$ cat src/hdl/orlm_pkg.sv
// package for the ordered row lock manager
// entry type, event codes, mode codes and priority compare; no dependencies
`default_nettype none
package orlm_pkg;
  localparam int unsigned MaxEntries = 16;
  localparam int unsigned IdxW = $clog2(MaxEntries);
  localparam int unsigned CntW = $clog2(MaxEntries + 1);
  // event log: most words one request can cause
  localparam int unsigned EvDepth = MaxEntries + 1;
  localparam int unsigned EvIdxW = $clog2(EvDepth);
  localparam int unsigned EvCntW = $clog2(EvDepth + 1);

  localparam logic [2:0] EvGranted  = 3'd0;
  localparam logic [2:0] EvWaits    = 3'd1;
  localparam logic [2:0] EvDeprived = 3'd2;
  localparam logic [2:0] EvWgranted = 3'd3;
  localparam logic [2:0] EvReleased = 3'd4;
  localparam logic [2:0] EvUnknown  = 3'd5;
  localparam logic [2:0] EvFull     = 3'd6;

  localparam logic [1:0] ModeNone = 2'd0;
  localparam logic [1:0] ModeShr  = 2'd1;
  localparam logic [1:0] ModeExc  = 2'd2;

  typedef struct packed {
    logic [23:0] batch;
    logic [14:0] okey;
    logic [23:0] tid;
    logic        mode;
  } ent_t;

  // a older than b
  function automatic logic older(ent_t a, ent_t b);
    logic r;
    if (a.batch != b.batch) r = a.batch < b.batch;
    else if (a.okey != b.okey) r = a.okey < b.okey;
    else r = a.tid < b.tid;
    return r;
  endfunction

  function automatic logic conflicts(logic [1:0] cur, logic m);
    return (cur != ModeNone) && ((cur == ModeExc) || m);
  endfunction
endpackage
`default_nettype wire

$ cat src/hdl/ordered_row_lock_manager_top.sv
// ordered row lock manager top: sequencer, entry stores, event log, output register; uses orlm_pkg
// after accept the request is decided, walks read or move entries as needed, and each event is logged;
// a release reshifts the waiters once per grant; logged words are then handed out in order
// one request at a time: a new request is taken only after the last word of the previous one is loaded
// into the output register, and output stalls hold the sequencer while words are handed out
// reset: state, counts and held mode clear; entry stores are left as they are
`default_nettype none
module ordered_row_lock_manager_top (
  input  wire logic        clk_i,
  input  wire logic        rst_ni,
  input  wire logic        s_axis_tvalid_i,
  output logic             s_axis_tready_o,
  // [0] req_type [1] lock_mode [25:2] batch [40:26] order_key [64:41] txn_id
  input  wire logic [71:0] s_axis_tdata_i,
  output logic             m_axis_tvalid_o,
  input  wire logic        m_axis_tready_i,
  // [2:0] event_res [26:3] ev_batch [41:27] ev_order_key [65:42] ev_txn_id
  // [67:66] held_mode
  output logic [71:0]      m_axis_tdata_o,
  output logic             m_axis_tlast_o
);
  localparam int unsigned N = orlm_pkg::MaxEntries;
  localparam int unsigned IW = orlm_pkg::IdxW;
  localparam int unsigned CW = orlm_pkg::CntW;
  localparam int unsigned ED = orlm_pkg::EvDepth;
  localparam int unsigned EIW = orlm_pkg::EvIdxW;
  localparam int unsigned ECW = orlm_pkg::EvCntW;

  typedef enum logic [11:0] {
    S_IDLE = 12'b000000000001,
    S_DEC  = 12'b000000000010,  // decide on request
    S_RSCH = 12'b000000000100,  // release: search owners
    S_RSHF = 12'b000000001000,  // release: close gap in owners
    S_GCHK = 12'b000000010000,  // grant check on waiter head
    S_GSHF = 12'b000000100000,  // shift waiters down by one
    S_WPOS = 12'b000001000000,  // waiter insert position search
    S_WSHF = 12'b000010000000,  // waiters shift up to open gap
    S_OPOS = 12'b000100000000,  // owner position search
    S_MOVE = 12'b001000000000,  // owner insert shift or preemption move
    S_EMIT = 12'b010000000000,  // log one event
    S_DRN  = 12'b100000000000   // hand out logged words
  } state_e;

  // one logged event: code and the entry it concerns
  typedef struct packed {
    logic [2:0]     ev;
    orlm_pkg::ent_t ent;
  } evrec_t;

  state_e state_q, state_d, ret_q, ret_d;

  // stores, one read port each, registered read data
  orlm_pkg::ent_t own_mem [N];
  orlm_pkg::ent_t wai_mem [N];
  orlm_pkg::ent_t own_rd_q, wai_rd_q;
  logic [IW-1:0]  own_ra, wai_ra, own_wa, wai_wa;
  logic           own_we, wai_we;
  orlm_pkg::ent_t own_wd, wai_wd;

  // event log of the current request, drained once the held mode is final
  evrec_t         ev_mem [ED];
  evrec_t         ev_rd_q;
  logic [EIW-1:0] ev_ra;
  logic           ev_we;

  always_ff @(posedge clk_i) begin
    if (own_we) own_mem[own_wa] <= own_wd;
    if (wai_we) wai_mem[wai_wa] <= wai_wd;
    if (ev_we) ev_mem[ecnt_q[EIW-1:0]] <= '{ev: oev_q, ent: oent_q};
    own_rd_q <= own_mem[own_ra];
    wai_rd_q <= wai_mem[wai_ra];
    ev_rd_q  <= ev_mem[ev_ra];
  end

  logic [CW-1:0] ocnt_q, ocnt_d, wcnt_q, wcnt_d;
  logic [1:0]    mode_q, mode_d;
  orlm_pkg::ent_t rq_q, rq_d;
  logic          rel_q, rel_d;
  logic [CW-1:0] i_q, i_d, p_q, p_d;  // walk pointer and found position
  logic          rd_ok_q, rd_ok_d;    // read data matches pointer
  logic [2:0]    phase_q, phase_d;    // sub-phase of a move

  // staged event fields, logged in S_EMIT
  logic [2:0]    oev_q, oev_d;
  orlm_pkg::ent_t oent_q, oent_d;
  // event log fill count and drain pointer
  logic [ECW-1:0] ecnt_q, ecnt_d, dp_q, dp_d;
  // output register; held mode is captured with the word
  logic          ov_q, ov_d;
  logic [67:0]   odat_q, odat_d;
  logic          olast_q, olast_d;
  // preemption shift amount: deprived owners, plus one for the requester when it waits (p > 0)
  logic [CW-1:0] k_q, k_d;

  orlm_pkg::ent_t rq_in;
  assign rq_in = '{batch: s_axis_tdata_i[25:2], okey: s_axis_tdata_i[40:26],
                   tid: s_axis_tdata_i[64:41], mode: s_axis_tdata_i[1]};

  assign s_axis_tready_o = (state_q == S_IDLE);
  assign m_axis_tvalid_o = ov_q;
  assign m_axis_tlast_o  = olast_q;
  assign m_axis_tdata_o  = {4'd0, odat_q};

  always_comb begin
    state_d = state_q; ret_d = ret_q;
    ocnt_d = ocnt_q; wcnt_d = wcnt_q; mode_d = mode_q;
    rq_d = rq_q; rel_d = rel_q; i_d = i_q; p_d = p_q; rd_ok_d = 1'b0;
    phase_d = phase_q; k_d = k_q;
    oev_d = oev_q; oent_d = oent_q;
    ecnt_d = ecnt_q; dp_d = dp_q;
    ov_d = ov_q; odat_d = odat_q; olast_d = olast_q;
    own_ra = i_q[IW-1:0]; wai_ra = i_q[IW-1:0];
    own_we = 1'b0; wai_we = 1'b0;
    own_wa = i_q[IW-1:0]; wai_wa = i_q[IW-1:0];
    own_wd = own_rd_q; wai_wd = wai_rd_q;
    ev_we = 1'b0; ev_ra = dp_q[EIW-1:0];
    if (ov_q && m_axis_tready_i) ov_d = 1'b0;
    unique case (state_q)
      S_IDLE: begin
        if (s_axis_tvalid_i) begin
          rq_d = rq_in; rel_d = s_axis_tdata_i[0];
          state_d = S_DEC; i_d = '0;
          ecnt_d = '0; dp_d = '0;
          own_ra = IW'(ocnt_q - CW'(1));
        end
      end
      S_DEC: begin
        // own_rd_q holds youngest owner when ocnt_q > 0
        if (rel_q) begin
          i_d = '0; state_d = S_RSCH;
        end else if ({1'b0, ocnt_q} + {1'b0, wcnt_q} >= (CW+1)'(N)) begin
          oev_d = orlm_pkg::EvFull; oent_d = rq_q;
          state_d = S_EMIT; ret_d = S_IDLE;
        end else if (ocnt_q == '0) begin
          own_we = 1'b1; own_wa = '0; own_wd = rq_q;
          ocnt_d = CW'(1); mode_d = {1'b0, rq_q.mode} + 2'd1;
          oev_d = orlm_pkg::EvGranted; oent_d = rq_q;
          state_d = S_EMIT; ret_d = S_IDLE;
        end else if (orlm_pkg::older(own_rd_q, rq_q)) begin
          // search waiters from the tail
          p_d = wcnt_q; i_d = wcnt_q; state_d = S_WPOS;
          wai_ra = IW'(wcnt_q - CW'(1));
        end else begin
          i_d = '0; state_d = S_OPOS;
        end
      end
      S_RSCH: begin
        // step: issue read i, check next cycle
        if (!rd_ok_q) begin
          if (i_q >= ocnt_q) begin
            oev_d = orlm_pkg::EvUnknown; oent_d = rq_q;
            state_d = S_EMIT; ret_d = S_IDLE;
          end else begin
            own_ra = i_q[IW-1:0]; rd_ok_d = 1'b1;
          end
        end else if (own_rd_q.tid == rq_q.tid) begin
          oev_d = orlm_pkg::EvReleased; oent_d = own_rd_q;
          state_d = S_EMIT; ret_d = S_RSHF;
          ocnt_d = ocnt_q - CW'(1);
          if (ocnt_q == CW'(1)) mode_d = orlm_pkg::ModeNone;
        end else begin
          i_d = i_q + CW'(1);
        end
      end
      S_RSHF: begin
        // move owner i+1 down to i until end
        if (!rd_ok_q) begin
          if (i_q >= ocnt_q) begin
            state_d = S_GCHK; wai_ra = '0;
          end else begin
            own_ra = IW'(i_q + CW'(1)); rd_ok_d = 1'b1;
          end
        end else begin
          own_we = 1'b1; own_wa = i_q[IW-1:0]; own_wd = own_rd_q;
          i_d = i_q + CW'(1);
        end
      end
      S_GCHK: begin
        // wai_rd_q is waiter head
        if (wcnt_q != '0 && ocnt_q < CW'(N) &&
            !orlm_pkg::conflicts(mode_q, wai_rd_q.mode)) begin
          own_we = 1'b1; own_wa = ocnt_q[IW-1:0]; own_wd = wai_rd_q;
          ocnt_d = ocnt_q + CW'(1);
          mode_d = {1'b0, wai_rd_q.mode} + 2'd1;
          wcnt_d = wcnt_q - CW'(1);
          oev_d = orlm_pkg::EvWgranted; oent_d = wai_rd_q;
          i_d = '0; state_d = S_EMIT; ret_d = S_GSHF;
        end else begin
          // grant chain over, held mode is final
          state_d = S_DRN;
        end
      end
      S_GSHF: begin
        if (!rd_ok_q) begin
          if (i_q >= wcnt_q) begin
            state_d = S_GCHK; wai_ra = '0;
          end else begin
            wai_ra = IW'(i_q + CW'(1)); rd_ok_d = 1'b1;
          end
        end else begin
          wai_we = 1'b1; wai_wa = i_q[IW-1:0]; wai_wd = wai_rd_q;
          i_d = i_q + CW'(1);
        end
      end
      S_WPOS: begin
        // wai_rd_q is entry p-1
        if (p_q != '0 && orlm_pkg::older(rq_q, wai_rd_q)) begin
          p_d = p_q - CW'(1);
          wai_ra = IW'(p_q - CW'(2));
          rd_ok_d = 1'b0;
        end else if (!orlm_pkg::conflicts(mode_q, rq_q.mode) &&
                     (wcnt_q == '0 || p_q == '0)) begin
          own_we = 1'b1; own_wa = ocnt_q[IW-1:0]; own_wd = rq_q;
          ocnt_d = ocnt_q + CW'(1); mode_d = {1'b0, rq_q.mode} + 2'd1;
          oev_d = orlm_pkg::EvGranted; oent_d = rq_q;
          state_d = S_EMIT; ret_d = S_IDLE;
        end else begin
          i_d = wcnt_q; state_d = S_WSHF;
        end
      end
      S_WSHF: begin
        // move waiter i-1 up to i for i down to p+1, then store rq at p
        if (!rd_ok_q) begin
          if (i_q == p_q) begin
            wai_we = 1'b1; wai_wa = p_q[IW-1:0]; wai_wd = rq_q;
            wcnt_d = wcnt_q + CW'(1);
            oev_d = orlm_pkg::EvWaits; oent_d = rq_q;
            state_d = S_EMIT; ret_d = S_IDLE;
          end else begin
            wai_ra = IW'(i_q - CW'(1)); rd_ok_d = 1'b1;
          end
        end else begin
          wai_we = 1'b1; wai_wa = i_q[IW-1:0]; wai_wd = wai_rd_q;
          i_d = i_q - CW'(1);
        end
      end
      S_OPOS: begin
        if (!rd_ok_q) begin
          if (i_q >= ocnt_q) begin
            p_d = i_q; state_d = S_MOVE; phase_d = 3'd0;
            i_d = ocnt_q;
          end else begin
            own_ra = i_q[IW-1:0]; rd_ok_d = 1'b1;
          end
        end else if (orlm_pkg::older(own_rd_q, rq_q)) begin
          i_d = i_q + CW'(1);
        end else begin
          p_d = i_q; state_d = S_MOVE; phase_d = 3'd0; i_d = ocnt_q;
        end
      end
      S_MOVE: begin
        if (!orlm_pkg::conflicts(mode_q, rq_q.mode)) begin
          // shift owners i-1 -> i down to p, then store rq at p
          if (!rd_ok_q) begin
            if (i_q == p_q) begin
              own_we = 1'b1; own_wa = p_q[IW-1:0]; own_wd = rq_q;
              ocnt_d = ocnt_q + CW'(1); mode_d = {1'b0, rq_q.mode} + 2'd1;
              oev_d = orlm_pkg::EvGranted; oent_d = rq_q;
              state_d = S_EMIT; ret_d = S_IDLE;
            end else begin
              own_ra = IW'(i_q - CW'(1)); rd_ok_d = 1'b1;
            end
          end else begin
            own_we = 1'b1; own_wa = i_q[IW-1:0]; own_wd = own_rd_q;
            i_d = i_q - CW'(1);
          end
        end else begin
          // preemption; k = shift amount = d (+1 if p>0)
          unique case (phase_q)
            3'd0: begin
              k_d = (ocnt_q - p_q) + ((p_q != '0) ? CW'(1) : CW'(0));
              i_d = wcnt_q; phase_d = 3'd1;
            end
            3'd1: begin
              // waiters i-1 -> i-1+k, i down to 1
              if (!rd_ok_q) begin
                if (i_q == '0) begin
                  phase_d = 3'd2; i_d = p_q;
                end else begin
                  wai_ra = IW'(i_q - CW'(1)); rd_ok_d = 1'b1;
                end
              end else begin
                wai_we = 1'b1; wai_wa = IW'(i_q - CW'(1) + k_q);
                wai_wd = wai_rd_q; i_d = i_q - CW'(1);
              end
            end
            3'd2: begin
              // owner i -> waiter (i-p)+(k-d), report deprived
              if (!rd_ok_q) begin
                if (i_q >= ocnt_q) begin
                  phase_d = 3'd3;
                end else begin
                  own_ra = i_q[IW-1:0]; rd_ok_d = 1'b1;
                end
              end else begin
                wai_we = 1'b1;
                wai_wa = IW'(i_q - p_q + ((p_q != '0) ? CW'(1) : CW'(0)));
                wai_wd = own_rd_q;
                oev_d = orlm_pkg::EvDeprived; oent_d = own_rd_q;
                i_d = i_q + CW'(1); state_d = S_EMIT; ret_d = S_MOVE;
              end
            end
            default: begin
              wcnt_d = wcnt_q + k_q;
              if (p_q != '0) begin
                wai_we = 1'b1; wai_wa = '0; wai_wd = rq_q;
                ocnt_d = p_q;
                oev_d = orlm_pkg::EvWaits;
              end else begin
                own_we = 1'b1; own_wa = '0; own_wd = rq_q;
                ocnt_d = CW'(1); mode_d = {1'b0, rq_q.mode} + 2'd1;
                oev_d = orlm_pkg::EvGranted;
              end
              oent_d = rq_q;
              state_d = S_EMIT; ret_d = S_IDLE;
            end
          endcase
        end
      end
      S_EMIT: begin
        // staged event goes into the log; the walk resumes next cycle, or the drain starts if the request is done
        ev_we = 1'b1;
        ecnt_d = ecnt_q + ECW'(1);
        if (ret_q == S_IDLE) begin
          state_d = S_DRN;
        end else begin
          state_d = ret_q;
          if (ret_q == S_GSHF) i_d = '0;
        end
      end
      S_DRN: begin
        // read log entry, then load it into the output register once free;
        // held mode no longer changes here, so every word carries the final one
        if (!rd_ok_q) begin
          if (dp_q == ecnt_q) begin
            state_d = S_IDLE;
          end else begin
            rd_ok_d = 1'b1;
          end
        end else if (!ov_q || m_axis_tready_i) begin
          ov_d = 1'b1;
          odat_d = {mode_q, ev_rd_q.ent.tid, ev_rd_q.ent.okey, ev_rd_q.ent.batch,
                    ev_rd_q.ev};
          olast_d = (dp_q + ECW'(1) == ecnt_q);
          dp_d = dp_q + ECW'(1);
        end else begin
          // output busy: keep reading the same entry
          rd_ok_d = 1'b1;
        end
      end
      default: state_d = S_IDLE;
    endcase
  end

  always_ff @(posedge clk_i or negedge rst_ni) begin
    if (!rst_ni) begin
      state_q <= S_IDLE; ret_q <= S_IDLE;
      ocnt_q <= '0; wcnt_q <= '0; mode_q <= orlm_pkg::ModeNone;
      ov_q <= 1'b0; rd_ok_q <= 1'b0; phase_q <= '0;
      ecnt_q <= '0; dp_q <= '0;
    end else begin
      state_q <= state_d; ret_q <= ret_d;
      ocnt_q <= ocnt_d; wcnt_q <= wcnt_d; mode_q <= mode_d;
      ov_q <= ov_d; rd_ok_q <= rd_ok_d; phase_q <= phase_d;
      ecnt_q <= ecnt_d; dp_q <= dp_d;
    end
  end

  always_ff @(posedge clk_i) begin
    rq_q <= rq_d; rel_q <= rel_d; i_q <= i_d; p_q <= p_d; k_q <= k_d;
    oev_q <= oev_d; oent_q <= oent_d;
    odat_q <= odat_d; olast_q <= olast_d;
  end

`ifndef NO_ASSERTIONS
  a_cnt_bound: assert property (@(posedge clk_i) disable iff (!rst_ni)
    ({1'b0, ocnt_q} + {1'b0, wcnt_q}) <= (CW+1)'(N))
    else $error("entry counts exceed store size");
  a_mode_none: assert property (@(posedge clk_i) disable iff (!rst_ni)
    (state_q == S_IDLE) |-> ((ocnt_q == '0) == (mode_q == orlm_pkg::ModeNone)))
    else $error("held mode disagrees with owner count");
  a_busy: assert property (@(posedge clk_i) disable iff (!rst_ni)
    (s_axis_tvalid_i && s_axis_tready_o) |=> !s_axis_tready_o)
    else $error("ready while a request is in work");
  a_out_hold: assert property (@(posedge clk_i) disable iff (!rst_ni)
    (m_axis_tvalid_o && !m_axis_tready_i) |=>
      (m_axis_tvalid_o && $stable(m_axis_tdata_o) && $stable(m_axis_tlast_o)))
    else $error("output word changed while stalled");
`endif
endmodule
`default_nettype wire
$ cat config.mk
export PLATFORM = sky130hd
export DESIGN_NAME = ordered_row_lock_manager_top
export DESIGN_NICKNAME = d
export VERILOG_FILES = /design/src/hdl/orlm_pkg.sv /design/src/hdl/ordered_row_lock_manager_top.sv
export SDC_FILE = /design/constraint.sdc
export NUM_CORES = 2
export LEC_CHECK = 0
export BUFFER_PORTS_ARGS = -buffer_cell sky130_fd_sc_hd__buf_2
export CAP_MARGIN = 10
export CORE_ASPECT_RATIO = 2
export CORE_MARGIN = 3
export CORE_UTILIZATION = 50
export DETAILED_ROUTE_END_ITERATION = 12
export GPL_TIMING_DRIVEN = 0
export PLACE_DENSITY = 0.68
export SETUP_SLACK_MARGIN = 0.1
export SLEW_MARGIN = 5
export SYNTH_ARGS = -nofsm -noshare
export SYNTH_HDL_FRONTEND = slang
export SYNTH_SLANG_ARGS = --single-unit
export TNS_END_PERCENT = 50
$ cat constraint.sdc
create_clock -name clk_i -period 11.03 [get_ports clk_i]
set_input_delay 1.6545 -clock clk_i [delete_from_list [all_inputs] [get_ports clk_i]]
set_output_delay 1.6545 -clock clk_i [all_outputs]
set_load 0.005 [all_outputs]
==> out/summary.json <==
{
  "run_status": "completed",
  "ctsHoldBuffers": 0,
  "skew_ns": 0.107,
  "hold_class": "reg -> reg",
  "groute.usage.overall_pct": 34.8,
  "area.growth.synth_to_final_pct": 13.2,
  "dr.first_iter.drc_count": 12400,
  "num-fill-cells": 22800,
  "htree_levels": 5,
  "post_cts_resize_count": 0,
  "synth-seq-cells": 3629,
  "timing.final.max_slew_violations": 0,
  "yosysTopAreaCell": "sky130_fd_sc_hd__edfxtp_1",
  "total_area_of_multi_input_combinational_cells_um2": 39600,
  "drive_gt1_share_pct": 12.5,
  "netSwitchingFraction_pct": 42.1,
  "finalWeightedCongestion": 1.00,
  "worst-endpoint-arrival_ns": 10.23,
  "insertion_delay_ns": 1.01,
  "routed-via-count": 98200,
  "yosys-top-cells-area": "sky130_fd_sc_hd__edfxtp_1, sky130_fd_sc_hd__mux4_2, sky130_fd_sc_hd__nand2_1",
  "std_cell_rows": 283,
  "final-setup-viol-count": 0,
  "slew-limit-headroom_pct": 8.72,
  "setup_tns_ns": 0,
  "share_comb_of_total_power_pct": 37.3,
  "dpl.hpwl_um": 391000,
  "synth_async_sr_flop_share_pct": 1.38,
  "dr.pass1.iters": 9,
  "placed_cell_area_um2": 159000,
  "power.share.clock_pct": 23.5,
  "regToRegStartpoint": "i_q[0]",
  "kind_of_capture_point_of_the_worst_setup_path": "flip-flop",
  "final_cell_area_um2": 169000,
  "worst_setup_hold_path_clk_slew_ns": 0.07,
  "rsz0062_at_grt": "false",
  "met3_wl_um": 42900,
  "worst_hold_path.endpoint": "odat_q[25]",
  "postCtsSetupBuffers": 0,
  "final_net_count": 10800,
  "synth_seq_area_share_pct": 71.4,
  "pin_count": 151,
  "synth-edff-count": 3385,
  "wire_length_of_the_first_global_routing_pass_um": 741000,
  "grt_pass1_vias": 98800,
  "reg2reg_depth": 20,
  "clock_tree.buffer_depth": 4,
  "min_period_ns": 9.49,
  "floorplan.core_area_um2": 297000,
  "layout_worst_path_cycle_share_pct": 86.0,
  "avgRoutedWirePerCell_um": 36.5,
  "route.layer.met1.wl_um": 162000,
  "place.port_buffers": 139,
  "synth.distinct_cells": 89,
  "most_common_flop_cell_mapped_by_yosys": "sky130_fd_sc_hd__edfxtp_1",
  "ir_worst_vdd_mv": 0.202,
  "power.density_nw_per_um2": 286,
  "static-leakage-power_uw": 0.0550,
  "cts_tree": "done",
  "route.top_layer_used": "met5",
  "netSwitchingPower_uw": 20400,
  "r2r-end": "own_rd_q[3]",
  "maxClockFrequency_mhz": 105,
  "fp.dieH_um": 779,
  "die_width_um": 393,
  "cell_area_after_technology_mapping_um2": 149000,
  "post_detailed_route_via_to_cell_ratio": 6.68,
  "clkSinkCount": 3629,
  "max_slew.worst_pin.slew_ns": 1.37,
  "seqPwrFrac_pct": 39.2,
  "critical_path_required_ns": 11.77,
  "synth_cells": 9909,
  "hold-path-cell-count": 0,
  "hold_viol_final": 0,
  "area.sequential_um2": 107000,
  "grt_max_degree": 54,
  "cts_root_buffer": "sky130_fd_sc_hd__clkbuf_16",
  "initial_utilization_pct": 50.3,
  "antenna_found_initial": 61,
  "synth_warnings": 0,
  "critical_path_class": "reg -> reg",
  "final_antenna_violating_net_count": 0,
  "timing.critical_path.fanout_max": 13,
  "avgSynthCellArea_um2": 15.1,
  "startpoint_type": "flip-flop",
  "fp.dieArea_um2": 306000,
  "maxCapViolations": 0,
  "drc_errors": 0,
  "grt-ovfl-total": 0,
  "inserted_clock_buffers": 317,
  "drt_wl_total_um": 537000,
  "area_share_of_the_leading_cell_type_in_the_synthesized_netlist_pct": 68.0,
  "r2r_setup_slack_ns": 1.54,
  "met2RoutedLength_um": 272000,
  "p_int_uw": 28100,
  "finalCoreUtilization_pct": 56.9,
  "holdCritStartpoint": "ev_rd_q[62]"
}
[cells by family (layout without fill, tap and decap cells)]
family / count (synthesis) / count (layout) / share of synthesized area [%]
compound gates: 2429 / 2429 / 10.9
fa+ha+maj: 185 / 185 / 1.57
mux: 597 / 597 / 6.82
xor+xnor: 54 / 54 / 0.316
flops: 3629 / 3629 / 71.4
other cells: 1 / 62 / 0.00251
buf+inv: 906 / 1797 / 2.37
simple gates: 2108 / 2108 / 6.53
[worst max path at each step]
| stage | start | slack (ns) | end |
|---|---|---|---|
| floorplan | state_q[3] | 1.09 | ev_mem[16][10] |
| global placement | state_q[3] | -8.41 | ev_mem[16][62] |
| detailed placement | i_q[0] | 1.76 | own_rd_q[62] |
| CTS | i_q[0] | 1.74 | own_rd_q[62] |
| global route | i_q[0] | 1.48 | own_rd_q[62] |
| finish | i_q[0] | 1.54 | own_rd_q[3] |
[state kept, by name (all words and copies together), names as in the netlist, 3 cells and up]
signal and cells:
wai_mem 1024, state_q 12, own_rd_q 64, dp_q 5
oev_q 3, odat_q 68, wcnt_q 5, ev_rd_q 66
ret_q 12, wai_rd_q 64, oent_q 63, k_q 5
i_q 5, ev_mem 1122, p_q 5, ecnt_q 5
own_mem 1024, ocnt_q 5, rq_q 64
[layout by cell type (no fill, tap or decap), types with 39 or more instances in the layout]
| master | Yosys | layout |
|---|---|---|
| sky130_fd_sc_hd__clkbuf_1 | 580 | 644 |
| sky130_fd_sc_hd__a32o_1 | 69 | 69 |
| sky130_fd_sc_hd__clkbuf_16 | 0 | 324 |
| sky130_fd_sc_hd__nand3_1 | 123 | 123 |
| sky130_fd_sc_hd__o21ai_0 | 443 | 438 |
| sky130_fd_sc_hd__diode_2 | 0 | 58 |
| sky130_fd_sc_hd__a22oi_1 | 74 | 74 |
| sky130_fd_sc_hd__edfxtp_1 | 3385 | 3385 |
| sky130_fd_sc_hd__nor2_4 | 0 | 40 |
| sky130_fd_sc_hd__nand2_1 | 1178 | 1178 |
| sky130_fd_sc_hd__buf_2 | 46 | 187 |
| sky130_fd_sc_hd__mux4_2 | 330 | 330 |
| sky130_fd_sc_hd__dfrtp_1 | 48 | 48 |
| sky130_fd_sc_hd__a21oi_1 | 574 | 573 |
| sky130_fd_sc_hd__and2_1 | 260 | 260 |
| sky130_fd_sc_hd__a311oi_1 | 130 | 130 |
| sky130_fd_sc_hd__a211oi_1 | 398 | 398 |
| sky130_fd_sc_hd__o32ai_1 | 66 | 65 |
| sky130_fd_sc_hd__a31oi_1 | 221 | 220 |
| sky130_fd_sc_hd__ha_1 | 181 | 181 |
| sky130_fd_sc_hd__and3_1 | 113 | 109 |
| sky130_fd_sc_hd__mux2i_1 | 190 | 190 |
| sky130_fd_sc_hd__buf_4 | 21 | 47 |
| sky130_fd_sc_hd__clkinv_2 | 0 | 49 |
| sky130_fd_sc_hd__o211ai_1 | 58 | 58 |
| sky130_fd_sc_hd__dfxtp_1 | 194 | 194 |
| sky130_fd_sc_hd__nand2b_1 | 39 | 39 |
| sky130_fd_sc_hd__nor2_1 | 160 | 119 |
| sky130_fd_sc_hd__mux2_2 | 77 | 77 |
| sky130_fd_sc_hd__a221o_1 | 55 | 55 |
| sky130_fd_sc_hd__a221oi_1 | 185 | 185 |
| sky130_fd_sc_hd__inv_1 | 176 | 175 |
| sky130_fd_sc_hd__clkinv_1 | 4 | 44 |
| sky130_fd_sc_hd__or3_1 | 68 | 68 |
| sky130_fd_sc_hd__buf_1 | 76 | 76 |
| sky130_fd_sc_hd__buf_12 | 0 | 87 |
[metrics by stage]
step	instances	power (uW)	hold WS, ns	setup WS [ns]
after detailed placement	14100	36500	0.389	1.76
final	14700	48400	0.380	1.54
after CTS	14600	47800	0.401	1.74
after global placement	13900	36000	0.387	-8.41
after global routing	14700	49500	0.409	1.48
after floorplan	9912	27400	0.386	1.09
[per-layer routing]
metal  vias up  track usage, %
met5         -          0.0319
li1      40400               -
met1     49400            35.3
met3      2038            6.63
met4        38            32.2
met2      6384            59.9
[critical path: stages (launching register included)]
cell	delay, ns
sky130_fd_sc_hd__edfxtp_1	0.52
sky130_fd_sc_hd__clkbuf_1	0.67
sky130_fd_sc_hd__clkinv_1	0.93
sky130_fd_sc_hd__ha_1	0.59
sky130_fd_sc_hd__nand2b_1	0.10
sky130_fd_sc_hd__a21o_1	0.11
sky130_fd_sc_hd__a21oi_1	0.05
sky130_fd_sc_hd__o21ai_0	0.73
sky130_fd_sc_hd__inv_1	0.10
sky130_fd_sc_hd__ha_1	0.32
sky130_fd_sc_hd__mux2i_1	0.23
sky130_fd_sc_hd__nor2_1	0.08
sky130_fd_sc_hd__a21oi_1	0.92
sky130_fd_sc_hd__nor2b_1	0.22
sky130_fd_sc_hd__clkbuf_1	0.57
sky130_fd_sc_hd__clkbuf_1	1.03
sky130_fd_sc_hd__clkbuf_1	0.54
sky130_fd_sc_hd__nand2_1	0.11
sky130_fd_sc_hd__a311oi_1	0.28
sky130_fd_sc_hd__a21oi_1	0.14
sky130_fd_sc_hd__a21oi_1	1.00
[cell usage after synthesis, drive strengths merged (37+ instances only)]
library cell  number
a22oi             74
edfxtp          3385
buf              144
ha               181
a221oi           185
dfxtp            194
mux4             330
a21oi            574
a211oi           398
and2             274
or3               68
o21ai            449
a311oi           130
mux2              77
nand2           1178
o32ai             66
a31oi            221
o211ai            58
mux2i            190
inv              176
a221o             55
nand3            124
nand2b            39
clkbuf           582
nand4             37
a32o              69
and3             114
dfrtp             48
nor2             160
[layout make-up]
| class | count | share of cell area [%] |
|---|---|---|
| Sequential cell | 3629 | 63.1 |
| Multi-Input combinational cell | 5377 | 23.4 |
| Clock buffer | 414 | 5.08 |
| Tap cell | 3847 | 2.84 |
| Timing Repair Buffer | 314 | 2.33 |
| Buffer | 726 | 1.71 |
| Clock inverter | 163 | 1.07 |
| Inverter | 180 | 0.404 |
| Antenna cell | 58 | 0.0857 |
[power by group through the flow]
stage	logic [uW]	clock network [uW]	registers, uW
after detailed placement	17400	0	19100
after floorplan	9450	0	18000
after global routing	18700	12000	18900
after global placement	16900	0	19100
after CTS	17500	11500	18800
final	18100	11400	19000
(Power assumes the default switching activity.)
